--- src/rtl/snau_pkg.sv ---
// Package for the spiking neuron array update block: types, codes, constants and arithmetic helpers.
package snau_pkg;

    localparam int NEURON_COUNT_DEF = 1024;
    localparam int DELAY_DEPTH_DEF  = 16;

    // Operation codes of an input item.
    localparam logic [1:0] OP_ADD  = 2'd0;
    localparam logic [1:0] OP_STEP = 2'd1;
    localparam logic [1:0] OP_TICK = 2'd2;
    localparam logic [1:0] OP_LOAD = 2'd3;

    // Configuration register indexes.
    localparam int         CFG_IDX_W = 2;
    localparam logic [1:0] CFG_THRESHOLD = 2'd0;
    localparam logic [1:0] CFG_RESET_LVL = 2'd1;
    localparam logic [1:0] CFG_TIME_STEP = 2'd2;

    localparam logic signed [31:0] THRESHOLD_RST = 32'sd1966080;
    localparam logic signed [31:0] RESET_LVL_RST = -32'sd4259840;
    localparam logic [16:0]        TIME_STEP_RST = 17'd65536;

    // Model constants in Q15.16.
    localparam logic signed [32:0] K_004 = 33'sd2621;
    localparam logic signed [65:0] K_140 = 66'sd9175040;
    localparam logic signed [32:0] K_02  = 33'sd13107;

    // Datapath commands.
    localparam logic [3:0] DP_NOP     = 4'd0;
    localparam logic [3:0] DP_LOAD    = 4'd1;
    localparam logic [3:0] DP_SPIKE   = 4'd2;
    localparam logic [3:0] DP_MUL_VV  = 4'd3;
    localparam logic [3:0] DP_SQ1     = 4'd4;
    localparam logic [3:0] DP_MUL_K   = 4'd5;
    localparam logic [3:0] DP_SQ2     = 4'd6;
    localparam logic [3:0] DP_DV      = 4'd7;
    localparam logic [3:0] DP_MUL_HDV = 4'd8;
    localparam logic [3:0] DP_VUPD    = 4'd9;
    localparam logic [3:0] DP_MUL_V02 = 4'd10;
    localparam logic [3:0] DP_W       = 4'd11;
    localparam logic [3:0] DP_MUL_AW  = 4'd12;
    localparam logic [3:0] DP_T       = 4'd13;
    localparam logic [3:0] DP_MUL_HT  = 4'd14;
    localparam logic [3:0] DP_UUPD    = 4'd15;

    localparam logic [4:0] STEP_LAST = 5'd20;

    typedef struct packed {
        logic [1:0]         operation;
        logic [9:0]         neuron;
        logic [3:0]         slot_offset;
        logic signed [31:0] current_amount;
        logic signed [31:0] init_membrane;
        logic signed [31:0] init_recovery;
        logic [16:0]        recovery_rate;
        logic signed [21:0] reset_increment;
    } t_item;

    typedef struct packed {
        logic       capture;
        logic       clr_step;
        logic       nrn_we;
        logic       ring_we;
        logic       ptr_adv;
        logic       out_load;
        logic [3:0] code;
    } t_cmd;

    typedef struct packed {
        logic [1:0] op;
        logic       in_range;
        logic       clr_last;
    } t_sts;

    function automatic logic signed [31:0] sat32(input logic signed [65:0] x);
        logic signed [31:0] r;
        if (x > 66'sd2147483647) begin
            r = 32'sh7FFFFFFF;
        end else if (x < -66'sd2147483648) begin
            r = 32'sh80000000;
        end else begin
            r = x[31:0];
        end
        return r;
    endfunction

    // Q15.16 product rounding: add half, floor shift by 16, saturate.
    function automatic logic signed [31:0] mulq(input logic signed [63:0] p);
        logic signed [64:0] s;
        s = 65'(p) + 65'sd32768;
        return sat32(66'(s >>> 16));
    endfunction

    // Sequence of one neuron step on the shared multiplier.
    function automatic logic [3:0] step_code(input logic [4:0] s);
        logic [3:0] c;
        case (s)
            5'd0:    c = DP_SPIKE;
            5'd1,
            5'd8:    c = DP_MUL_VV;
            5'd2,
            5'd9:    c = DP_SQ1;
            5'd3,
            5'd10:   c = DP_MUL_K;
            5'd4,
            5'd11:   c = DP_SQ2;
            5'd5,
            5'd12:   c = DP_DV;
            5'd6,
            5'd13:   c = DP_MUL_HDV;
            5'd7,
            5'd14:   c = DP_VUPD;
            5'd15:   c = DP_MUL_V02;
            5'd16:   c = DP_W;
            5'd17:   c = DP_MUL_AW;
            5'd18:   c = DP_T;
            5'd19:   c = DP_MUL_HT;
            5'd20:   c = DP_UUPD;
            default: c = DP_NOP;
        endcase
        return c;
    endfunction

endpackage

--- src/rtl/snau_ctrl.sv ---
// Controller state machine that sequences clearing, memory accesses and the neuron step.
module snau_ctrl (
    input  logic           i_clk,
    input  logic           i_rst_n,
    input  logic           i_in_valid,
    output logic           o_in_ready,
    output logic           o_out_valid,
    input  logic           i_out_ready,
    input  snau_pkg::t_sts i_sts,
    output snau_pkg::t_cmd o_cmd
);
    import snau_pkg::*;

    localparam logic [2:0] S_CLEAR = 3'd0;
    localparam logic [2:0] S_IDLE  = 3'd1;
    localparam logic [2:0] S_RD    = 3'd2;
    localparam logic [2:0] S_EXEC  = 3'd3;
    localparam logic [2:0] S_ARITH = 3'd4;
    localparam logic [2:0] S_WB    = 3'd5;
    localparam logic [2:0] S_RES   = 3'd6;

    logic [2:0] r_state, n_state;
    logic [4:0] r_step, n_step;
    logic       r_out_valid, n_out_valid;
    t_cmd       cmd;

    always_comb begin
        n_state = r_state;
        n_step  = r_step;
        cmd     = '0;
        case (r_state)
            S_CLEAR: begin
                cmd.clr_step = 1'b1;
                if (i_sts.clr_last) begin
                    n_state = S_IDLE;
                end
            end
            S_IDLE: begin
                if (i_in_valid) begin
                    cmd.capture = 1'b1;
                    n_state     = S_RD;
                end
            end
            S_RD: begin
                case (i_sts.op)
                    OP_TICK: begin
                        cmd.ptr_adv = 1'b1;
                        n_state     = S_RES;
                    end
                    OP_LOAD: begin
                        cmd.nrn_we = i_sts.in_range;
                        n_state    = S_RES;
                    end
                    default: begin
                        n_state = i_sts.in_range ? S_EXEC : S_RES;
                    end
                endcase
            end
            S_EXEC: begin
                if (i_sts.op == OP_ADD) begin
                    cmd.ring_we = 1'b1;
                    n_state     = S_RES;
                end else begin
                    cmd.code = DP_LOAD;
                    n_step   = '0;
                    n_state  = S_ARITH;
                end
            end
            S_ARITH: begin
                cmd.code = step_code(r_step);
                if (r_step == STEP_LAST) begin
                    n_state = S_WB;
                end else begin
                    n_step = r_step + 5'd1;
                end
            end
            S_WB: begin
                cmd.nrn_we  = 1'b1;
                cmd.ring_we = 1'b1;
                n_state     = S_RES;
            end
            S_RES: begin
                if (!r_out_valid || i_out_ready) begin
                    cmd.out_load = 1'b1;
                    n_state      = S_IDLE;
                end
            end
            default: begin
                n_state = S_IDLE;
            end
        endcase
        n_out_valid = (r_out_valid && !i_out_ready) || cmd.out_load;
    end

    always_ff @(posedge i_clk) begin
        if (!i_rst_n) begin
            r_state     <= S_CLEAR;
            r_step      <= '0;
            r_out_valid <= 1'b0;
        end else begin
            r_state     <= n_state;
            r_step      <= n_step;
            r_out_valid <= n_out_valid;
        end
    end

    assign o_in_ready  = (r_state == S_IDLE);
    assign o_out_valid = r_out_valid;
    assign o_cmd       = cmd;

    a_no_write_idle: assert property (@(posedge i_clk) disable iff (!i_rst_n)
        r_state == S_IDLE |-> !(cmd.nrn_we || cmd.ring_we))
        else $error("memory write while idle");
    a_accept_reads: assert property (@(posedge i_clk) disable iff (!i_rst_n)
        i_in_valid && o_in_ready |=> r_state == S_RD)
        else $error("accepted item did not start a read");
    a_clear_blocks: assert property (@(posedge i_clk) disable iff (!i_rst_n)
        r_state == S_CLEAR |-> !o_in_ready)
        else $error("item accepted during clearing");
    a_step_range: assert property (@(posedge i_clk) disable iff (!i_rst_n)
        r_state == S_ARITH |-> r_step <= STEP_LAST)
        else $error("step counter out of range");
endmodule

--- config.mk ---
export PLATFORM = sky130hd
export DESIGN_NAME = snau_ctrl
export DESIGN_NICKNAME = d
export VERILOG_FILES = /design/src/rtl/snau_pkg.sv /design/src/rtl/snau_ctrl.sv
export SDC_FILE = /design/constraint.sdc
export NUM_CORES = 1
export LEC_CHECK = 0
export BUFFER_PORTS_ARGS = -buffer_cell sky130_fd_sc_hd__clkbuf_2
export CAP_MARGIN = 10
export CORE_MARGIN = 5
export CORE_UTILIZATION = 54
export DETAILED_ROUTE_END_ITERATION = 8
export PLACE_DENSITY = 0.78
export SLEW_MARGIN = 20
export SYNTH_ARGS = -nofsm -noshare
export SYNTH_HDL_FRONTEND = slang
export SYNTH_SLANG_ARGS = --single-unit
--- constraint.sdc ---
create_clock -name i_clk -period 2.9 [get_ports i_clk]
set_clock_uncertainty 0.15 [all_clocks]
set_input_delay 0.29 -clock i_clk [delete_from_list [all_inputs] [get_ports i_clk]]
set_output_delay 0.29 -clock i_clk [all_outputs]
set_load 0.02 [all_outputs]
==> flow_metrics.tcl, run 1 <==
set metrics [dict create \
    syn_nets 133 \
    fp.dieW_um 53.7 \
    cts_setup_buffers 0 \
    yosys_most_used_dff "dfxtp_1" \
    grt_pass1_vias 880 \
    die_area_um2 2880 \
    clockRootBuffer "clkbuf_4" \
    max_freq_ghz 0.386 \
    hold_path_class "input pin to flop" \
    clk_pin_slew_ns 0.09 \
    power_density_nw_per_um2 336 \
    cts_buffers 3 \
    finalSetupTns_ns 0 \
    yosys.area_share.simple_pct 32.2 \
    antenna_found_initial 0 \
    synthCells 121 \
    fin_crit_ns 2.59 \
    power.leakage_nw 0.481 \
    cp.required_ns 2.96 \
    synth.area.top_cells "dfxtp_1 (25%), nand2_1 (5.1%), ha_1 (4.9%)" \
    hold_violations 0 \
    finalNonFillerCells 166 \
    status "complete, no violations" \
    yosysUniqueCellTypes 50 \
    placed_area_um2 1150 \
    drtPass1Iterations 4 \
    synth_mux_area_share_pct 2.18 \
    ys_top_cells_by_count "nand2_1 (14), dfxtp_1 (13), inv_1 (6)" \
    cts_tree "built" \
    drtIter0Drc 39 \
    syn_avg_cell_area_um2 8.52 \
    endpoint_kind "flop" \
    drive_gt1_share_pct 27.0 \
    drv_slew 0 \
    fin_area_um2 1180 \
    place_congestion 0.952 \
    io_pins 20 \
    crit_type "flop to flop" \
    diodes 0 \
    synth_edf_count 0 \
    dp.cells 162 \
    ir_worst_vdd_mv 0.322 \
    synth_compound_area_share_pct 27.9 \
    wl_um 2350 \
    cts.sinks 13 \
    num-fill-cells 156 \
    cts_hold_buf 0 \
    drv_cap 0 \
    synth_seq_cells 13 \
    clkLatencyLatePin_ns 0.28 \
    synth_fa_ha_area_share_pct 4.85 \
    num_rows 15 \
    ys_async_sr_fraction_pct 0 \
    drc 0 \
    io_buffers 19 \
    worst_slew_pin_slew_ns 0.519 \
    htreeDepth 1 \
    start_util_pct 58.4 \
    critPathLaunchType "flop" \
    synth_top_family_by_area "simple AND/OR/NAND/NOR gates" \
    finalSetupViolCount 0 \
    core_area_um2 1760 \
    fin_crit_sh_pct 89.4 \
    crit_arrival_ns 2.65 \
    clockBufferDepth 2 \
    syn_to_final_growth_pct 14.1 \
    synth_xor_area_share_pct 1.70 \
    cts_resized 0 \
    grt_max_degree 17 \
    synth_top_area_cell "dfxtp_1" \
    yosysMostFrequentCell "nand2_1" \
    grt_pass1_wl_um 4260 \
    grt_util_all_layers_pct 20.1 \
    synth.yosys.warnings 0 \
    drtAntennaViolNets 0 \
    vias 964 \
    rsz0062_at_grt "no" \
    dp_hpwl_um 1840 \
    slew_headroom_pct 65.3 \
    yosysSeqAreaShare_pct 25.2 \
    grt-ovfl-total 0 \
    wl_per_cell_um 14.2 \
    fp.dieH_um 53.7 \
    cp_max_fo 15 \
    nets 154 \
    final_util_pct 66.7 \
    syn-cell-area_um2 1030 \
    netlist.area_leader.share_pct 25.2 \
    viasPerCell 5.81 \
]
-- metrics by stage --
stage | worst slack, ns | power (W) | hold slack, ns
finish | 0.308 | 0.000395 | 0.168
detailed placement | 0.380 | 0.000284 | 0.412
global placement | 0.457 | 0.000281 | 0.416
global route | 0.201 | 0.000416 | 0.191
floorplan | 0.736 | 0.000259 | 0.335
CTS | 0.343 | 0.000394 | 0.171
-- path summary, 6_finish.rpt --
| kind | slack (ns) | cells after the start | end | start |
|---|---|---|---|---|
| worst min-delay path | 0.17 | 4 | r_state[2] | i_sts[1] |
| worst max register to register | 0.31 | 8 | flop | r_state[2] |
| worst max-delay path | 0.31 | 8 | flop | r_state[2] |
| worst min register to register | 0.44 | 2 | o_out_valid | o_out_valid |
-- cell usage in the layout (no fill, tap or decap), types with 2 or more instances in the layout --
cell type  count
buf_4          2
nand3_1        2
or3_1          2
and2_1         5
nand4_1        2
inv_1          6
dfxtp_1       13
nand4b_1       2
a21o_1         2
a32o_1         2
nor2_1         4
inv_2          2
clkbuf_2      19
nor3_1         2
nor2b_1        5
o21ai_0        3
o21ai_1        4
or2_1          2
xnor2_1        2
ha_1           4
nand2_1       14
clkbuf_4       3
o211ai_1       3
nand2b_1       2
a21oi_1        5
and3b_1        2
and3_1         2
-- worst max-delay path: stages, from the launching register on --
cell and delay (ns):
dfxtp_1 0.44, buf_4 0.23, and3b_1 0.23, a21o_1 0.23, a21oi_1 0.34, inv_1 0.14
ha_1 0.30, or3_1 0.37, o211ai_1 0.08
-- final cells by class --
class	instances	area [um2]	share of cell area [%]
Timing Repair Buffer	21	110	9.36
Clock buffer	4	26.3	2.23
Tap cell	25	31.3	2.66
Multi-Input combinational cell	94	709	60.3
Inverter	9	38.8	3.30
Sequential cell	13	260	22.1
-- cell families (layout without fill, tap and decap cells) --
family,after synthesis,count (layout)
AND/OR/NAND/NOR,52,52
AO/OA/AOI/OAI,34,34
buffers and inverters,14,34
flip-flops,13,13
adder cells (fa/ha/maj),4,4
XOR/XNOR,2,2
multiplexers,2,2
-- layer usage --
layer / track usage [%] / part of all wire [%] / up-vias
met1: 28.9 / 46 / 448
met3: 2.49 / 5.6 / 4
li1: - / - / 486
met5: 0 / 0 / -
met4: 8.09 / 1.6 / 0
met2: 30.0 / 46 / 26
-- report_power, final --
part / switching [W] / total (W) / leakage, nW / internal [W]
logic: 0.0000460 / 0.0000815 / 0.360 / 0.0000355
registers: 0.0000145 / 0.000198 / 0.105 / 0.000184
clock network: 0.0000618 / 0.000115 / 0.0150 / 0.0000534
total: 0.000122 / 0.000395 / 0.481 / 0.000273
(Power assumes the default switching activity.)
==> run 2: changes to the inputs <==
--- a/config.mk
+++ b/config.mk
@@ -8,9 +8,9 @@
 export BUFFER_PORTS_ARGS = -buffer_cell sky130_fd_sc_hd__clkbuf_2
 export CAP_MARGIN = 10
 export CORE_MARGIN = 5
-export CORE_UTILIZATION = 54
+export CORE_UTILIZATION = 55
 export DETAILED_ROUTE_END_ITERATION = 8
-export PLACE_DENSITY = 0.78
+export PLACE_DENSITY = 0.79
 export SLEW_MARGIN = 20
 export SYNTH_ARGS = -nofsm -noshare
 export SYNTH_HDL_FRONTEND = slang
==> constraint.sdc (replaced) <==
create_clock -name i_clk -period 3.1 [get_ports i_clk]
set_clock_uncertainty 0.15 [all_clocks]
set_input_delay 0.31 -clock i_clk [delete_from_list [all_inputs] [get_ports i_clk]]
set_output_delay 0.31 -clock i_clk [all_outputs]
set_load 0.02 [all_outputs]
==> run 2 against run 1 <==
  * Via count grew 3.4%
  * Cell count shrank 1.2%
  * First-iteration DRC count grew 23%
  * Non-clock buffer count shrank 2
  * Clock-buffer cell count shrank 1
  * Register-to-register slack gained 0.05 ns
  * Sequential power shrank 5%
  * Die area shrank 1.5%
  * Worst setup slack gained 0.045 ns
  * Clock power shrank 6%
==> flow_metrics.tcl, run 2 (same netlist as run 1, synthesis figures left out) <==
set metrics [dict create \
    timing.final.ws_setup_ns 0.353 \
    antenna_found_initial 0 \
    grt_pass1_wl_um 4150 \
    start_util_pct 59.1 \
    cts_setup_buffers 0 \
    worst_slew_pin_slew_ns 0.559 \
    place_congestion 0.825 \
    num_rows 15 \
    power_w 0.000368 \
    max_freq_ghz 0.364 \
    diodes 0 \
    power_density_nw_per_um2 317 \
    io_buffers 19 \
    ir_worst_vdd_mv 0.306 \
    drc 0 \
    syn_to_final_growth_pct 12.7 \
    nets 152 \
    grt-ovfl-total 0 \
    viasPerCell 6.08 \
    clockRootBuffer "clkbuf_4" \
    dp_slack_ns 0.403 \
    core_area_um2 1750 \
    crit_arrival_ns 2.80 \
    cts_resized 0 \
    drive_gt1_share_pct 26.6 \
    finalSetupTns_ns 0 \
    grt_pass1_vias 920 \
    fp.dieH_um 53.3 \
    cts_tree "built" \
    drv_slew 0 \
    final_cell_mix "clkbuf_2 (19), nand2_1 (14), dfxtp_1 (13)" \
    power.leakage_nw 0.473 \
    vias 997 \
    fin_crit_sh_pct 88.6 \
    grt_max_degree 19 \
    dp_hpwl_um 1840 \
    io_pins 20 \
    clockBufferDepth 2 \
    drv_cap 0 \
    endpoint_kind "flop" \
    drtIter0Drc 48 \
    cp_max_fo 18 \
    fin_crit_ns 2.75 \
    cts.sinks 13 \
    status "complete, no violations" \
    critPathLaunchType "flop" \
    grt_util_all_layers_pct 20.1 \
    drtAntennaViolNets 0 \
    cts_hold_buf 0 \
    clk_pin_slew_ns 0.08 \
    wl_per_cell_um 14.8 \
    finalSetupViolCount 0 \
    hold_path_class "input pin to flop" \
    rsz0062_at_grt "no" \
    fp.dieW_um 53.3 \
    wl_um 2420 \
    htreeDepth 1 \
    crit_type "flop to flop" \
    die_area_um2 2840 \
    drtPass1Iterations 4 \
    cts_buffers 3 \
    hold_violations 0 \
    slew_headroom_pct 62.6 \
    final_common_cell "clkbuf_2" \
    num-fill-cells 154 \
    cp.required_ns 3.15 \
    clkLatencyLatePin_ns 0.28 \
]
run 2: worst paths after layout:
| check | depth (start not counted) | startpoint | slack [ns] | endpoint |
|---|---|---|---|---|
| max reg2reg | 8 | r_state[2] | 0.35 | flop |
| min reg2reg | 2 | o_out_valid | 0.44 | o_out_valid |
| max | 8 | r_state[2] | 0.35 | flop |
| min | 4 | i_sts[1] | 0.23 | r_state[2] |
run 2: stage by stage:
step	instances	util (%)	cell area, um2	hold WS, ns
2_1_floorplan	121	-	1030	0.355
3_3_place_gp	160	65.0	1130	0.419
3_5_place_dp	160	65.0	1130	0.420
4_1_cts	164	66.6	1160	0.199
5_1_grt	164	66.6	1160	0.239
6_report	164	66.6	1160	0.225
run 2: where the power goes:
part           switching (W)  internal (W)
Clock              0.0000596     0.0000479
Combinational      0.0000407     0.0000314
Sequential         0.0000163      0.000172
run 2: per-layer routing:
metal | vias up | GRT usage [%] | part of all wire, %
met5 | - | 0 | 0
met4 | 0 | 8.51 | 2.7
met3 | 12 | 5.07 | 7.6
met2 | 43 | 30.2 | 46
met1 | 458 | 26.8 | 44
li1 | 484 | - | -
run 2: final cells by class:
type / count / area (um2) / share of cell area, %
Tap cell: 25 / 31.3 / 2.69
Clock buffer: 3 / 22.5 / 1.94
Clock inverter: 1 / 5.00 / 0.431
Sequential cell: 13 / 260 / 22.4
Multi-Input combinational cell: 94 / 709 / 61.0
Inverter: 9 / 38.8 / 3.34
Timing Repair Buffer: 19 / 95.1 / 8.18
run 2: worst max-delay path, cell delays in order, from the launching register on:
cell	delay, ns
dfxtp_1	0.68
nor3b_4	0.45
a22oi_2	0.19
a31oi_2	0.36
ha_1	0.28
inv_1	0.07
a211oi_1	0.22
a22oi_1	0.10
o211ai_1	0.17
==> run 3: changes to the inputs <==
--- a/config.mk
+++ b/config.mk
@@ -8,9 +8,9 @@
 export BUFFER_PORTS_ARGS = -buffer_cell sky130_fd_sc_hd__clkbuf_2
 export CAP_MARGIN = 10
 export CORE_MARGIN = 5
-export CORE_UTILIZATION = 55
+export CORE_UTILIZATION = 49
 export DETAILED_ROUTE_END_ITERATION = 8
-export PLACE_DENSITY = 0.79
+export PLACE_DENSITY = 0.75
 export SLEW_MARGIN = 20
 export SYNTH_ARGS = -nofsm -noshare
 export SYNTH_HDL_FRONTEND = slang
==> constraint.sdc (replaced) <==
create_clock -name i_clk -period 2.2 [get_ports i_clk]
set_clock_uncertainty 0.15 [all_clocks]
set_input_delay 0.22 -clock i_clk [delete_from_list [all_inputs] [get_ports i_clk]]
set_output_delay 0.22 -clock i_clk [all_outputs]
set_load 0.02 [all_outputs]
==> run 3 against run 2 <==
  * Sequential share of layout area shrank 3.1 points
  * Core utilization rose by 2.9 points
  * Worst hold slack got worse by 0.16 ns
  * Critical path depth increased by 1
  * Non-clock buffer count is 22 higher
  * Sequential power is 35% higher
  * Fmax increased by 27%
  * Clock power grew 42%
  * Cell count increased by 15%
  * Clock-buffer cell count increased by 1
  * Via count increased by 7.9%
==> flow_metrics.tcl, run 3 (same netlist as run 1, synthesis figures left out) <==
set metrics [dict create \
    place_congestion 0.906 \
    fin_crit_sh_pct 98.4 \
    cp.required_ns 2.25 \
    critPathLaunchType "flop" \
    wl_per_cell_um 15.0 \
    power.leakage_nw 0.590 \
    hold_path_class "input pin to flop" \
    fin_crit_ns 2.16 \
    ir_worst_vdd_mv 0.436 \
    viasPerCell 5.72 \
    cp_max_fo 4 \
    grt_max_degree 14 \
    syn_to_final_growth_pct 33.6 \
    finalSetupViolCount 0 \
    crit_arrival_ns 2.22 \
    dp_slack_ns -0.0293 \
    vias 1076 \
    grt-ovfl-total 0 \
    timing.final.ws_setup_ns 0.0353 \
    finalSetupTns_ns 0 \
    crit_type "flop to flop" \
    clk_pin_slew_ns 0.08 \
    cts_tree "built" \
    final_cell_mix "buf_4 (22), clkbuf_2 (19), nand2_1 (14)" \
    antenna_found_initial 0 \
    r2r_slack_ns 0.04 \
    fp.dieW_um 55.9 \
    drc 0 \
    clockBufferDepth 2 \
    cts_buffers 3 \
    wl_um 2810 \
    grt_util_all_layers_pct 18.8 \
    worst_slew_pin_slew_ns 0.435 \
    die_area_um2 3120 \
    slew_headroom_pct 71.0 \
    fp.dieH_um 55.9 \
    final_common_cell "buf_4" \
    placed_area_um2 1270 \
    io_pins 20 \
    status "complete, no violations" \
    drtPass1Iterations 4 \
    diodes 0 \
    drtIter0Drc 38 \
    htreeDepth 1 \
    clkLatencyLatePin_ns 0.29 \
    drv_slew 0 \
    nets 174 \
    dp_hpwl_um 2060 \
    core_area_um2 1980 \
    start_util_pct 52.0 \
    grt_pass1_wl_um 4710 \
    power_w 0.000557 \
    drive_gt1_share_pct 46.0 \
    cts_hold_buf 0 \
    fin_area_um2 1380 \
    drv_cap 0 \
    io_buffers 19 \
    grt_pass1_vias 1011 \
    cts.sinks 13 \
    drtAntennaViolNets 0 \
    power_density_nw_per_um2 405 \
    hold_violations 0 \
    num_rows 16 \
    endpoint_kind "flop" \
    max_freq_ghz 0.462 \
    clockRootBuffer "clkbuf_4" \
]
-- run 3: changes by cell type in the layout (fill, tap and decap cells not counted), moves of 2 or more --
cell     change
dfxtp_2      +4
buf_4       +22
inv_2        +2
dfxtp_1      -4
inv_1        -2
ha_1         -2
-- run 3: power breakdown --
| group | internal, W | switching, W |
|---|---|---|
| clock | 0.0000705 | 0.0000824 |
| sequential | 0.000243 | 0.0000101 |
| combinational | 0.0000696 | 0.0000815 |
| total | 0.000384 | 0.000174 |
-- run 3: critical path, stage by stage, from the launching register on --
cell and delay (ns):
dfxtp_2 0.33, inv_2 0.07, ha_4 0.14, nand4b_1 0.17
a22oi_2 0.29, a31oi_2 0.14, buf_4 0.17, ha_2 0.18
mux2_4 0.27, o31ai_2 0.16
-- run 3: stage by stage --
step           hold WS, ns  utilization (%)  instances
4_1_cts             0.0505             66.0        184
3_5_place_dp         0.358             64.2        180
3_3_place_gp         0.366             64.2        180
6_report            0.0614             69.5        188
5_1_grt             0.0863             69.5        188
2_1_floorplan        0.265                -        121
-- run 3: routing by layer --
layer | track usage, % | wire length (um) | part of all wire, % | vias up
li1 | - | - | - | 525
met1 | 23.8 | 1230 | 44 | 501
met2 | 31.3 | 1380 | 49 | 43
met3 | 3.02 | 143 | 5.1 | 7
met4 | 8.47 | 69 | 2.5 | 0
met5 | 0 | 0 | 0 | -
-- run 3: path summary, 6_finish.rpt --
path / start / cells after the start / to
setup / recovery: r_step[0] / 9 / flop
hold / removal: i_rst_n / 3 / r_state[2]
setup reg to reg: r_step[0] / 9 / flop
hold reg to reg: o_out_valid / 2 / o_out_valid
-- run 3: what timing repair did --
item | in CTS | in global routing
resized for setup | 2 | 16
endpoints found under the setup margin | 2 | 6
buffers inserted | 0 | 4
pin swaps | 0 | 4
-- run 3: area by class of cell --
| type | count | area [um2] |
|---|---|---|
| clock buffers | 4 | 26.3 |
| fillers | 147 | 604 |
| inverters | 9 | 38.8 |
| multi-input cells | 94 | 753 |
| flip-flops and latches | 13 | 265 |
| well taps | 27 | 33.8 |
| repair buffers | 41 | 260 |
